**src/hw/rtl/assert_macros.svh**
```systemverilog
// ----------------------------------------------------------------------------
// assertion macros
// shared helpers for concurrent checks, clocked and reset-gated
// ----------------------------------------------------------------------------
`ifndef ASSERT_MACROS_SVH
`define ASSERT_MACROS_SVH

// same-cycle implication
`define RSRD_ASSERT_IMPLIES(label, clk, rst_n, pre, post, msg) \
    label: assert property (@(posedge clk) disable iff (!rst_n) (pre) |-> (post)) \
        else $error(msg);

// next-cycle implication
`define RSRD_ASSERT_NEXT(label, clk, rst_n, pre, post, msg) \
    label: assert property (@(posedge clk) disable iff (!rst_n) (pre) |=> (post)) \
        else $error(msg);

`endif

```
**src/hw/rtl/rsrd_pkg.sv**
```systemverilog
`timescale 1ns / 1ps
// ----------------------------------------------------------------------------
// rsrd_pkg
// types and constants shared by the row stream rle decoder
// ----------------------------------------------------------------------------
package rsrd_pkg;

    typedef struct packed {
        logic [7:0] stream_byte;
        logic       stop_request;
    } in_word_t;

    typedef struct packed {
        logic [2:0]  kind;
        logic [15:0] row_index;
        logic [5:0]  group_index;
        logic [15:0] pixel_a;
        logic [15:0] pixel_b;
        logic [15:0] pixel_c;
        logic [15:0] pixel_d;
        logic        last_of_row;
    } out_word_t;

    // command from front to back
    typedef struct packed {
        logic        is_event;
        logic [2:0]  kind;
        logic [15:0] pixel;
        logic [7:0]  count;
        logic        row_end;
        logic        emit;
        logic [15:0] row;
    } cmd_t;

    localparam logic [2:0] KIND_PIXELS     = 3'd0;
    localparam logic [2:0] KIND_FRAME_END  = 3'd1;
    localparam logic [2:0] KIND_STOPPED    = 3'd2;
    localparam logic [2:0] KIND_BAD_MAGIC  = 3'd3;
    localparam logic [2:0] KIND_BAD_LENGTH = 3'd4;

    localparam logic REG_VISIBLE_ROWS = 1'b0;
    localparam logic REG_MAX_PAYLOAD  = 1'b1;

    localparam logic [15:0] VISIBLE_ROWS_RESET = 16'd135;
    localparam logic [15:0] MAX_PAYLOAD_RESET  = 16'd700;

    localparam logic [15:0] ROW_END_MARK = 16'hFFFF;
    localparam logic [7:0]  RUN_LIMIT    = 8'd128;
    localparam logic [7:0]  LITERAL_BIAS = 8'd127;

    localparam logic [7:0] MAGIC_0 = 8'h53;
    localparam logic [7:0] MAGIC_1 = 8'h43;
    localparam logic [7:0] MAGIC_2 = 8'h52;
    localparam logic [7:0] MAGIC_3 = 8'h31;

    localparam int CMD_QUEUE_DEPTH = 4;

endpackage

```
**src/hw/rtl/rsrd_ram.sv**
```systemverilog
`timescale 1ns / 1ps
// ----------------------------------------------------------------------------
// rsrd_ram
// generic single write, single read ram with registered read data
// ----------------------------------------------------------------------------
module rsrd_ram #(
    parameter int WIDTH = 16,
    parameter int DEPTH = 60,
    localparam int AW = (DEPTH > 1) ? $clog2(DEPTH) : 1
) (
    input  logic             clk,
    input  logic             we,
    input  logic [AW-1:0]    wr_addr,
    input  logic [WIDTH-1:0] wr_data,
    input  logic             rd_en,
    input  logic [AW-1:0]    rd_addr,
    output logic [WIDTH-1:0] rd_data
);

    logic [WIDTH-1:0] mem [DEPTH];
    logic [WIDTH-1:0] rd_data_reg;

    always_ff @(posedge clk)
    begin
        if (we)
        begin
            mem[wr_addr] <= wr_data;
        end
        if (rd_en)
        begin
            rd_data_reg <= mem[rd_addr];
        end
    end

    assign rd_data = rd_data_reg;

endmodule

```
**src/hw/rtl/rsrd_fifo.sv**
```systemverilog
`timescale 1ns / 1ps
// ----------------------------------------------------------------------------
// rsrd_fifo
// short command queue between the parser and the row engine
// ----------------------------------------------------------------------------
module rsrd_fifo (
    input  logic          clk,
    input  logic          rst_n,
    input  logic          push,
    input  rsrd_pkg::cmd_t push_cmd,
    input  logic          pop,
    output rsrd_pkg::cmd_t pop_cmd,
    output logic          full,
    output logic          empty
);
    import rsrd_pkg::*;

    localparam int PW = (CMD_QUEUE_DEPTH > 1) ? $clog2(CMD_QUEUE_DEPTH) : 1;
    localparam int CW = $clog2(CMD_QUEUE_DEPTH + 1);

    cmd_t          slots_reg [CMD_QUEUE_DEPTH];
    logic [PW-1:0] wr_ptr_reg, wr_ptr_next;
    logic [PW-1:0] rd_ptr_reg, rd_ptr_next;
    logic [CW-1:0] count_reg, count_next;

    assign full    = (count_reg == CW'(CMD_QUEUE_DEPTH));
    assign empty   = (count_reg == '0);
    assign pop_cmd = slots_reg[rd_ptr_reg];

    always_comb
    begin
        wr_ptr_next = wr_ptr_reg;
        rd_ptr_next = rd_ptr_reg;
        count_next  = count_reg;
        if (push)
        begin
            wr_ptr_next = (wr_ptr_reg == PW'(CMD_QUEUE_DEPTH - 1)) ? '0 : wr_ptr_reg + 1'b1;
        end
        if (pop)
        begin
            rd_ptr_next = (rd_ptr_reg == PW'(CMD_QUEUE_DEPTH - 1)) ? '0 : rd_ptr_reg + 1'b1;
        end
        if (push && !pop)
        begin
            count_next = count_reg + 1'b1;
        end
        else if (pop && !push)
        begin
            count_next = count_reg - 1'b1;
        end
    end

    always_ff @(posedge clk or negedge rst_n)
    begin
        if (!rst_n)
        begin
            wr_ptr_reg <= '0;
            rd_ptr_reg <= '0;
            count_reg  <= '0;
        end
        else
        begin
            wr_ptr_reg <= wr_ptr_next;
            rd_ptr_reg <= rd_ptr_next;
            count_reg  <= count_next;
        end
    end

    always_ff @(posedge clk)
    begin
        if (push)
        begin
            slots_reg[wr_ptr_reg] <= push_cmd;
        end
    end

endmodule

```
**src/hw/rtl/rsrd_front.sv**
```systemverilog
`timescale 1ns / 1ps
// ----------------------------------------------------------------------------
// rsrd_front
// byte parser: header check, row headers, rle tokens, pixel run commands
// ----------------------------------------------------------------------------
module rsrd_front #(
    parameter int ROW_PIXELS = 240
) (
    input  logic              clk,
    input  logic              rst_n,
    input  logic              in_valid,
    output logic              in_ready,
    input  rsrd_pkg::in_word_t in_word,
    input  logic [15:0]       visible_rows,
    input  logic [15:0]       max_payload_bytes,
    input  logic              queue_full,
    output logic              push,
    output rsrd_pkg::cmd_t    cmd
);
    import rsrd_pkg::*;

    localparam int PW = $clog2(ROW_PIXELS + 1);
    localparam int CW = (PW > 8) ? PW : 8;

    typedef enum logic [1:0] {PH_MAGIC, PH_HEADER, PH_PAYLOAD, PH_HALT} phase_t;

    phase_t        phase_reg, phase_next;
    logic [2:0]    hcount_reg, hcount_next;
    logic          good_reg, good_next;
    logic [15:0]   row_reg, row_next;
    logic [7:0]    len_lo_reg, len_lo_next;
    logic [15:0]   len_reg, len_next;
    logic [15:0]   pcount_reg, pcount_next;
    logic [PW-1:0] pw_reg, pw_next;
    logic          tok_open_reg, tok_open_next;
    logic [7:0]    tok_ctl_reg, tok_ctl_next;
    logic [8:0]    left_reg, left_next;
    logic [7:0]    pend_reg, pend_next;

    logic          accept;
    logic [7:0]    b;
    logic [7:0]    magic_byte;
    logic [7:0]    run_n;
    logic [CW-1:0] remaining;
    logic [CW-1:0] pix_count;
    logic          pix_evt;
    logic          row_end;
    logic [15:0]   len_full;

    assign in_ready = !queue_full;
    assign accept   = in_valid && in_ready;
    assign b        = in_word.stream_byte;
    assign len_full = {b, len_lo_reg};
    assign run_n    = (tok_ctl_reg < RUN_LIMIT) ? tok_ctl_reg + 8'd1 : 8'd1;
    assign remaining = CW'(ROW_PIXELS) - CW'(pw_reg);

    always_comb
    begin
        if (pw_reg >= PW'(ROW_PIXELS))
        begin
            pix_count = '0;
        end
        else if (CW'(run_n) > remaining)
        begin
            pix_count = remaining;
        end
        else
        begin
            pix_count = CW'(run_n);
        end
    end

    always_comb
    begin
        unique case (hcount_reg[1:0])
            2'd0:    magic_byte = MAGIC_0;
            2'd1:    magic_byte = MAGIC_1;
            2'd2:    magic_byte = MAGIC_2;
            default: magic_byte = MAGIC_3;
        endcase
    end

    always_comb
    begin
        phase_next    = phase_reg;
        hcount_next   = hcount_reg;
        good_next     = good_reg;
        row_next      = row_reg;
        len_lo_next   = len_lo_reg;
        len_next      = len_reg;
        pcount_next   = pcount_reg;
        pw_next       = pw_reg;
        tok_open_next = tok_open_reg;
        tok_ctl_next  = tok_ctl_reg;
        left_next     = left_reg;
        pend_next     = pend_reg;
        pix_evt       = 1'b0;
        row_end       = 1'b0;
        push          = 1'b0;
        cmd           = '0;
        if (accept)
        begin
            unique case (phase_reg)
                PH_MAGIC:
                begin
                    if (!hcount_reg[2] && (b != magic_byte))
                    begin
                        good_next = 1'b0;
                    end
                    hcount_next = hcount_reg + 3'd1;
                    if (hcount_reg == 3'd7)
                    begin
                        hcount_next = '0;
                        if (!good_next)
                        begin
                            push       = 1'b1;
                            cmd.is_event = 1'b1;
                            cmd.kind   = KIND_BAD_MAGIC;
                            phase_next = PH_HALT;
                        end
                        else
                        begin
                            phase_next = PH_HEADER;
                        end
                    end
                end
                PH_HEADER:
                begin
                    hcount_next = hcount_reg + 3'd1;
                    unique case (hcount_reg[1:0])
                        2'd0:    row_next[7:0]  = b;
                        2'd1:    row_next[15:8] = b;
                        2'd2:    len_lo_next    = b;
                        default:
                        begin
                            hcount_next = '0;
                            len_next    = len_full;
                            if (row_reg == ROW_END_MARK)
                            begin
                                push         = 1'b1;
                                cmd.is_event = 1'b1;
                                if (in_word.stop_request)
                                begin
                                    cmd.kind   = KIND_STOPPED;
                                    phase_next = PH_HALT;
                                end
                                else
                                begin
                                    cmd.kind = KIND_FRAME_END;
                                end
                            end
                            else if ((len_full == '0) || (len_full > max_payload_bytes))
                            begin
                                push         = 1'b1;
                                cmd.is_event = 1'b1;
                                cmd.kind     = KIND_BAD_LENGTH;
                                phase_next   = PH_HALT;
                            end
                            else
                            begin
                                pcount_next   = '0;
                                pw_next       = '0;
                                tok_open_next = 1'b0;
                                left_next     = '0;
                                phase_next    = PH_PAYLOAD;
                            end
                        end
                    endcase
                end
                PH_PAYLOAD:
                begin
                    if (!tok_open_reg)
                    begin
                        if (pw_reg < PW'(ROW_PIXELS))
                        begin
                            tok_ctl_next  = b;
                            tok_open_next = 1'b1;
                            left_next     = (b < RUN_LIMIT) ? 9'd2 : {b - LITERAL_BIAS, 1'b0};
                        end
                    end
                    else
                    begin
                        if (!left_reg[0])
                        begin
                            pend_next = b;
                        end
                        else
                        begin
                            pix_evt = 1'b1;
                            pw_next = pw_reg + pix_count[PW-1:0];
                        end
                        left_next = left_reg - 9'd1;
                        if (left_reg == 9'd1)
                        begin
                            tok_open_next = 1'b0;
                        end
                    end
                    pcount_next = pcount_reg + 16'd1;
                    if (pcount_next == len_reg)
                    begin
                        row_end     = 1'b1;
                        cmd.emit    = !tok_open_next && (row_reg < visible_rows);
                        pcount_next = '0;
                        tok_open_next = 1'b0;
                        phase_next  = PH_HEADER;
                    end
                    cmd.row_end = row_end;
                    cmd.row     = row_reg;
                    cmd.pixel   = {b, pend_reg};
                    cmd.count   = pix_evt ? pix_count[7:0] : 8'd0;
                    push        = (pix_evt && (pix_count != '0)) || row_end;
                end
                default:
                begin
                end
            endcase
        end
    end

    always_ff @(posedge clk or negedge rst_n)
    begin
        if (!rst_n)
        begin
            phase_reg    <= PH_MAGIC;
            hcount_reg   <= '0;
            good_reg     <= 1'b1;
            row_reg      <= '0;
            len_reg      <= '0;
            pcount_reg   <= '0;
            pw_reg       <= '0;
            tok_open_reg <= 1'b0;
            left_reg     <= '0;
        end
        else
        begin
            phase_reg    <= phase_next;
            hcount_reg   <= hcount_next;
            good_reg     <= good_next;
            row_reg      <= row_next;
            len_reg      <= len_next;
            pcount_reg   <= pcount_next;
            pw_reg       <= pw_next;
            tok_open_reg <= tok_open_next;
            left_reg     <= left_next;
        end
    end

    always_ff @(posedge clk)
    begin
        len_lo_reg  <= len_lo_next;
        tok_ctl_reg <= tok_ctl_next;
        pend_reg    <= pend_next;
    end

endmodule

```
**src/hw/rtl/rsrd_back.sv**
```systemverilog
`timescale 1ns / 1ps
// ----------------------------------------------------------------------------
// rsrd_back
// row engine: writes pixel runs into banked row buffer, reads rows out
// ----------------------------------------------------------------------------
module rsrd_back #(
    parameter int ROW_PIXELS        = 240,
    parameter int PIXELS_PER_RESULT = 4
) (
    input  logic               clk,
    input  logic               rst_n,
    input  logic               cmd_valid,
    input  rsrd_pkg::cmd_t     cmd,
    output logic               pop,
    output logic               out_valid,
    input  logic               out_ready,
    output rsrd_pkg::out_word_t out_word
);
    import rsrd_pkg::*;

    localparam int GROUPS = (ROW_PIXELS + PIXELS_PER_RESULT - 1) / PIXELS_PER_RESULT;
    localparam int GW = $clog2(GROUPS + 1);
    localparam int AW = (GROUPS > 1) ? $clog2(GROUPS) : 1;
    localparam int LW = (PIXELS_PER_RESULT > 1) ? $clog2(PIXELS_PER_RESULT) : 1;

    typedef enum logic [1:0] {ST_IDLE, ST_FILL, ST_READ, ST_SEND} state_t;

    state_t        state_reg, state_next;
    cmd_t          cur_reg, cur_next;
    logic [7:0]    fill_left_reg, fill_left_next;
    logic [LW-1:0] wr_lane_reg, wr_lane_next;
    logic [GW-1:0] wr_group_reg, wr_group_next;
    logic [GW-1:0] rd_group_reg, rd_group_next;
    logic          out_valid_reg, out_valid_next;
    out_word_t     out_word_reg, out_word_next;

    logic          we;
    logic          rd_en;
    logic          out_free;
    logic [15:0]   rd_data [PIXELS_PER_RESULT];
    logic [15:0]   px [4];

    assign out_free  = !out_valid_reg || out_ready;
    assign out_valid = out_valid_reg;
    assign out_word  = out_word_reg;

    for (genvar j = 0; j < PIXELS_PER_RESULT; j++)
    begin : g_bank
        rsrd_ram #(
            .WIDTH (16),
            .DEPTH (GROUPS)
        ) u_ram (
            .clk     (clk),
            .we      (we && (wr_lane_reg == LW'(j))),
            .wr_addr (wr_group_reg[AW-1:0]),
            .wr_data (cur_reg.pixel),
            .rd_en   (rd_en),
            .rd_addr (rd_group_reg[AW-1:0]),
            .rd_data (rd_data[j])
        );
    end

    // never-written slots read as zero
    always_comb
    begin
        for (int j = 0; j < 4; j++)
        begin
            px[j] = '0;
            if (j < PIXELS_PER_RESULT)
            begin
                if ((rd_group_reg < wr_group_reg) ||
                    ((rd_group_reg == wr_group_reg) && (LW'(j) < wr_lane_reg)))
                begin
                    px[j] = rd_data[j];
                end
            end
        end
    end

    always_comb
    begin
        state_next     = state_reg;
        cur_next       = cur_reg;
        fill_left_next = fill_left_reg;
        wr_lane_next   = wr_lane_reg;
        wr_group_next  = wr_group_reg;
        rd_group_next  = rd_group_reg;
        out_valid_next = out_valid_reg && !out_ready;
        out_word_next  = out_word_reg;
        pop            = 1'b0;
        we             = 1'b0;
        rd_en          = 1'b0;
        unique case (state_reg)
            ST_IDLE:
            begin
                if (cmd_valid)
                begin
                    if (cmd.is_event)
                    begin
                        if (out_free)
                        begin
                            pop                       = 1'b1;
                            out_valid_next            = 1'b1;
                            out_word_next             = '0;
                            out_word_next.kind        = cmd.kind;
                            out_word_next.last_of_row = 1'b1;
                        end
                    end
                    else
                    begin
                        pop            = 1'b1;
                        cur_next       = cmd;
                        fill_left_next = cmd.count;
                        state_next     = ST_FILL;
                    end
                end
            end
            ST_FILL:
            begin
                if (fill_left_reg != '0)
                begin
                    we             = 1'b1;
                    fill_left_next = fill_left_reg - 8'd1;
                    if (wr_lane_reg == LW'(PIXELS_PER_RESULT - 1))
                    begin
                        wr_lane_next  = '0;
                        wr_group_next = wr_group_reg + 1'b1;
                    end
                    else
                    begin
                        wr_lane_next = wr_lane_reg + 1'b1;
                    end
                end
                else if (cur_reg.row_end && cur_reg.emit)
                begin
                    rd_group_next = '0;
                    state_next    = ST_READ;
                end
                else
                begin
                    if (cur_reg.row_end)
                    begin
                        wr_lane_next  = '0;
                        wr_group_next = '0;
                    end
                    state_next = ST_IDLE;
                end
            end
            ST_READ:
            begin
                rd_en      = 1'b1;
                state_next = ST_SEND;
            end
            ST_SEND:
            begin
                if (out_free)
                begin
                    out_valid_next            = 1'b1;
                    out_word_next.kind        = KIND_PIXELS;
                    out_word_next.row_index   = cur_reg.row;
                    out_word_next.group_index = 6'(rd_group_reg);
                    out_word_next.pixel_a     = px[0];
                    out_word_next.pixel_b     = px[1];
                    out_word_next.pixel_c     = px[2];
                    out_word_next.pixel_d     = px[3];
                    out_word_next.last_of_row = (rd_group_reg == GW'(GROUPS - 1));
                    if (rd_group_reg == GW'(GROUPS - 1))
                    begin
                        wr_lane_next  = '0;
                        wr_group_next = '0;
                        state_next    = ST_IDLE;
                    end
                    else
                    begin
                        rd_group_next = rd_group_reg + 1'b1;
                        state_next    = ST_READ;
                    end
                end
            end
            default:
            begin
                state_next = ST_IDLE;
            end
        endcase
    end

    always_ff @(posedge clk or negedge rst_n)
    begin
        if (!rst_n)
        begin
            state_reg     <= ST_IDLE;
            fill_left_reg <= '0;
            wr_lane_reg   <= '0;
            wr_group_reg  <= '0;
            rd_group_reg  <= '0;
            out_valid_reg <= 1'b0;
            cur_reg       <= '0;
            out_word_reg  <= '0;
        end
        else
        begin
            state_reg     <= state_next;
            fill_left_reg <= fill_left_next;
            wr_lane_reg   <= wr_lane_next;
            wr_group_reg  <= wr_group_next;
            rd_group_reg  <= rd_group_next;
            out_valid_reg <= out_valid_next;
            cur_reg       <= cur_next;
            out_word_reg  <= out_word_next;
        end
    end

endmodule

```
**src/hw/rtl/row_stream_rle_decoder_unit.sv**
```systemverilog
`timescale 1ns / 1ps
// ----------------------------------------------------------------------------
// row_stream_rle_decoder_unit
// rle row stream decoder: bytes in, groups of rgb565 pixels and events out
// ----------------------------------------------------------------------------
// The parser takes one byte per cycle while its four-entry command queue has
// room. A byte that completes a run pixel has the row engine write each of its
// pixels into the row buffer in turn (up to 128 for one run); a row readout
// takes each group of pixels through a ram read and then an output load, and
// the load waits while the previous output word is not taken. Ram write and
// read share the row engine, which sets the sustained rate.
// ----------------------------------------------------------------------------
`include "assert_macros.svh"

module row_stream_rle_decoder_unit #(
    parameter int ROW_PIXELS        = 240,
    parameter int PIXELS_PER_RESULT = 4
) (
    input  logic                clk,
    input  logic                rst_n,
    input  logic                in_valid,
    output logic                in_ready,
    input  rsrd_pkg::in_word_t  in_word,
    output logic                out_valid,
    input  logic                out_ready,
    output rsrd_pkg::out_word_t out_word,
    input  logic                cfg_we,
    input  logic                cfg_index,
    input  logic [15:0]         cfg_data
);
    import rsrd_pkg::*;

    logic [15:0] visible_rows_reg, visible_rows_next;
    logic [15:0] max_payload_reg, max_payload_next;

    logic q_push, q_pop, q_full, q_empty;
    cmd_t push_cmd, pop_cmd;

    always_comb
    begin
        visible_rows_next = visible_rows_reg;
        max_payload_next  = max_payload_reg;
        if (cfg_we)
        begin
            unique case (cfg_index)
                REG_VISIBLE_ROWS: visible_rows_next = cfg_data;
                REG_MAX_PAYLOAD:  max_payload_next  = cfg_data;
                default:
                begin
                end
            endcase
        end
    end

    always_ff @(posedge clk or negedge rst_n)
    begin
        if (!rst_n)
        begin
            visible_rows_reg <= VISIBLE_ROWS_RESET;
            max_payload_reg  <= MAX_PAYLOAD_RESET;
        end
        else
        begin
            visible_rows_reg <= visible_rows_next;
            max_payload_reg  <= max_payload_next;
        end
    end

    rsrd_front #(
        .ROW_PIXELS (ROW_PIXELS)
    ) u_front (
        .clk               (clk),
        .rst_n             (rst_n),
        .in_valid          (in_valid),
        .in_ready          (in_ready),
        .in_word           (in_word),
        .visible_rows      (visible_rows_reg),
        .max_payload_bytes (max_payload_reg),
        .queue_full        (q_full),
        .push              (q_push),
        .cmd               (push_cmd)
    );

    rsrd_fifo u_fifo (
        .clk      (clk),
        .rst_n    (rst_n),
        .push     (q_push),
        .push_cmd (push_cmd),
        .pop      (q_pop),
        .pop_cmd  (pop_cmd),
        .full     (q_full),
        .empty    (q_empty)
    );

    rsrd_back #(
        .ROW_PIXELS        (ROW_PIXELS),
        .PIXELS_PER_RESULT (PIXELS_PER_RESULT)
    ) u_back (
        .clk       (clk),
        .rst_n     (rst_n),
        .cmd_valid (!q_empty),
        .cmd       (pop_cmd),
        .pop       (q_pop),
        .out_valid (out_valid),
        .out_ready (out_ready),
        .out_word  (out_word)
    );

    `RSRD_ASSERT_IMPLIES(a_push_room, clk, rst_n, q_push, !q_full, "push into full queue")
    `RSRD_ASSERT_IMPLIES(a_pop_data, clk, rst_n, q_pop, !q_empty, "pop from empty queue")
    `RSRD_ASSERT_IMPLIES(a_push_on_word, clk, rst_n, q_push, in_valid && in_ready, "push without word")
    `RSRD_ASSERT_NEXT(a_queue_holds, clk, rst_n, q_push && !q_pop, !q_empty, "queue lost a command")
    `RSRD_ASSERT_IMPLIES(a_event_last, clk, rst_n, out_valid && (out_word.kind != KIND_PIXELS), out_word.last_of_row, "event word without last flag")

endmodule

```
**config.mk**
```make
export PLATFORM = sky130hd
export DESIGN_NAME = row_stream_rle_decoder_unit
export DESIGN_NICKNAME = d
export VERILOG_FILES = /design/src/hw/rtl/rsrd_pkg.sv /design/src/hw/rtl/rsrd_ram.sv /design/src/hw/rtl/rsrd_fifo.sv /design/src/hw/rtl/rsrd_front.sv /design/src/hw/rtl/rsrd_back.sv /design/src/hw/rtl/row_stream_rle_decoder_unit.sv
export VERILOG_INCLUDE_DIRS = /design/src /design/src/hw/rtl
export SDC_FILE = /design/constraint.sdc
export NUM_CORES = 2
export LEC_CHECK = 0
export BUFFER_PORTS_ARGS = -buffer_cell sky130_fd_sc_hd__buf_4
export CORE_MARGIN = 8
export CORE_UTILIZATION = 48
export CTS_CLUSTER_DIAMETER = 60
export DETAILED_ROUTE_END_ITERATION = 10
export PLACE_DENSITY = 0.72
export SETUP_SLACK_MARGIN = 0.15
export SLEW_MARGIN = 20
export SYNTH_ARGS = -nofsm -noshare
export SYNTH_HDL_FRONTEND = slang
export SYNTH_SLANG_ARGS = --single-unit
```
**constraint.sdc**
```tcl
create_clock -name clk -period 5.95 [get_ports clk]
set_clock_uncertainty 0.15 [all_clocks]
set_input_delay 0.8925 -clock clk [delete_from_list [all_inputs] [get_ports clk]]
set_output_delay 0.8925 -clock clk [all_outputs]
set_load 0.01 [all_outputs]
```
==> impl_metrics.py <==
metrics = {
    "run_status": {
        "status": "finished with violations",
        "failed_checks": "design-rule violations",
    },
    "floorplan": {
        "num_rows": 218,
        "start_util_pct": 48.2,
        "core_area_mm2": 0.352,
        "die_y_um": 611,
        "io_pins": 123,
        "die_area_mm2": 0.373,
        "fp.dieW_um": 611,
    },
    "setup_path": {
        "cp_max_fo": 16,
        "worst-setup-path-type": "flip-flop to flip-flop",
        "critPathCaptureType": "flip-flop",
        "worstSetupEndpoint": "u_front.pw_reg[7]",
        "r2r_cells": 22,
        "r2r_slack_ns": 0.69,
        "critPathLaunchType": "flip-flop",
        "worstPathArrival_ns": 5.92,
        "timing.rr.start": "u_front.pw_reg[4]",
        "crit_path_start": "u_front.pw_reg[4]",
        "r2r-end": "u_front.pw_reg[7]",
        "worstPathRequired_ns": 6.61,
    },
    "clocking": {
        "path_clk_slew_ns": 0.06,
        "cts_sinks": 4372,
        "cts_setup_buffers": 0,
        "cts-root-buf": "clkbuf_16",
        "cts_tree": "built",
        "cts-buffers-inserted": 428,
        "insertion_delay_ns": 0.99,
        "clk_path_buf_depth": 4,
        "htree_levels": 5,
    },
    "finish": {
        "layout-drive-gt1-share_pct": 30.7,
        "multi_input_comb_area_mm2": 0.0384,
        "syn2layout_area_growth_pct": 13.7,
        "seq_area_mm2": 0.130,
        "fillCellCount": 25500,
        "nets": 8251,
        "largest_reg_flops": 3840,
        "postLayoutCoreUtil_pct": 54.8,
    },
    "synthesis": {
        "synth_most_common_cell": "edfxtp_1",
        "synthTopCellsByCount": "edfxtp_1 (4112), mux4_2 (1262), nor2_1 (325), nand2_1 (284), clkbuf_1 (250)",
        "synth_top_area_cell": "edfxtp_1",
        "syn_area_mm2": 0.170,
        "ys_types": 80,
        "synthArstFlopShare_pct": 5.95,
        "synth_area_per_cell_um2": 22.2,
        "synth_nets": 7759,
        "synth_top_area_share_pct": 72.7,
        "synth_enable_flop_cells": 4112,
        "syn_inst": 7636,
        "ys.flop_type": "edfxtp_1",
        "ys_seq_area_share_pct": 76.6,
        "synthTopCellsByArea": "edfxtp_1 (73%), mux4_2 (17%), dfrtp_1 (3.7%)",
        "synth_seq_cells": 4372,
        "yosys_warnings": 0,
    },
    "drt": {
        "wire_per_inst_um": 31.5,
        "first_pass_iters": 11,
        "vias": 82200,
        "drt-initial-drc-count": 11200,
        "wl_mm": 416,
        "via_per_inst": 6.21,
        "drc": 117,
        "drtAntennaViolNets": 0,
    },
    "timing": {
        "rsz0062_at_grt": "no",
        "worst_slew_pin_slew_ns": 1.29,
        "drv_slew": 0,
        "fmax_mhz": 190,
        "setup_viol": 0,
        "fin_crit_ns": 5.26,
        "worst_slack_ns": 0.694,
        "relSlewSlack_pct": 13.8,
        "finalHoldViolCount": 0,
        "period_share_pct": 88.3,
        "tns_ns": 0,
    },
    "pwr": {
        "power_density_mw_per_mm2": 415,
        "p_leak_nw": 59.8,
        "ir_drop_mv": 0.488,
    },
    "global_route": {
        "grt_overflow": 0,
        "antenna_found_initial": 17,
        "grt_max_degree": 242,
        "grt_pass1_vias": 82400,
        "use_met2_pct": 35.2,
        "track_usage_pct": 21.9,
        "grtUsageMet1_pct": 29.8,
        "globalRoute.busiestLayer": "met2",
        "grt_pass1_wl_mm": 599,
        "gr-usage-met3_pct": 5.03,
    },
    "hold_path": {
        "hold_depth": 1,
        "hp-class": "primary input to flip-flop",
    },
    "flow_run": {
        "drv_cap": 0,
    },
    "placed_design": {
        "place_hpwl_mm": 235,
        "gp_congestion": 0.825,
        "portBuffers": 122,
        "dpl_worst_slack_ns": 0.553,
    },
}
per-layer routing:
layer	share of wire [%]	routed length, um	vias to the layer above
li1	-	-	32900
met1	38	158000	43900
met2	48	201000	4630
met3	9.8	41000	767
met4	3.9	16400	12
met5	0.019	80	-
area by class of cell:
| cell class | count | share of cell area, % |
|---|---|---|
| Timing Repair Buffer | 461 | 2.24 |
| Antenna cell | 16 | 0.0207 |
| Clock inverter | 253 | 1.38 |
| Multi-Input combinational cell | 2780 | 19.9 |
| Clock buffer | 531 | 5.89 |
| Inverter | 85 | 0.166 |
| Tap cell | 4730 | 3.06 |
| Sequential cell | 4372 | 67.4 |
per-stage QoR:
step	hold WS (ns)	cells	cell area [um2]	total power, mW
global placement	0.296	12400	178000	52.6
global route	0.0627	13200	193000	82.5
detailed placement	0.300	12400	179000	53.4
finish	0.122	13200	193000	80.1
floorplan	0.291	7636	170000	48.5
CTS	0.0339	13200	193000	80.3
report_power, final:
group	internal (mW)	switching, mW
logic	4.32	8.36
registers	38.7	1.58
clock network	15.6	11.5
worst max-delay path, cell delays in order, from the launching register on:
cell and delay, ns:
dfrtp_1 0.37, inv_1 0.11, nor3_1 0.39, a21boi_0 0.33, xor2_1 0.21, ha_1 0.29, nand4_1 0.13, nor2_1 0.07
a211oi_1 0.47, nor2_2 0.25, nor2_1 0.15, a21oi_1 0.07, nor2_1 0.19, ha_1 0.26, a21o_1 0.18, a21oi_1 0.22
nor2b_1 0.08, o21a_1 0.20, o41ai_1 0.40, xnor2_1 0.17, nor2_1 0.07, nor4bb_1 0.12, a211o_1 0.27
layout by cell type (no fill, tap or decap), types with 26 or more instances in the layout:
cell type,n
a21o_1,26
a21oi_1,43
a22o_1,56
and2_1,41
buf_12,53
buf_4,380
bufinv_16,48
clkbuf_1,85
clkbuf_16,436
clkinv_1,79
clkinv_2,77
dfrtp_1,226
edfxtp_1,4112
ha_1,88
inv_1,83
mux2_2,79
mux2i_1,75
mux4_2,1262
nand2_1,276
nand3_1,41
nor2_1,194
nor2_2,96
nor2_4,35
nor3_1,28
o21ai_0,183
xnor2_1,27
worst min-delay path by stage:
stage | start | endpoint | slack, ns
floorplan | u_front.good_reg | u_front.good_reg | 0.29
global placement | u_front.good_reg | u_front.good_reg | 0.30
detailed placement | u_front.good_reg | u_front.good_reg | 0.30
CTS | in_word[2] | u_front.pend_reg[1] | 0.03
global route | in_word[2] | u_front.pend_reg[1] | 0.06
finish | in_word[2] | u_front.pend_reg[1] | 0.12
cell families after synthesis:
logic type | after synthesis | synth area share [%]
AND/OR/NAND/NOR | 829 | 2.16
buffers and inverters | 484 | 1.16
XOR/XNOR | 48 | 0.248
adder cells (fa/ha/maj) | 92 | 0.687
AO/OA/AOI/OAI | 393 | 1.46
multiplexers | 1418 | 17.7
flip-flops | 4372 | 76.6
what timing repair did:
item / 4_1_cts / 5_1_grt
resized for setup: 0 / 1
hold endpoints to repair: 85 / 0
hold buffers: 17 / 0
setup endpoints to repair: 0 / 1
(Power assumes the default switching activity.)
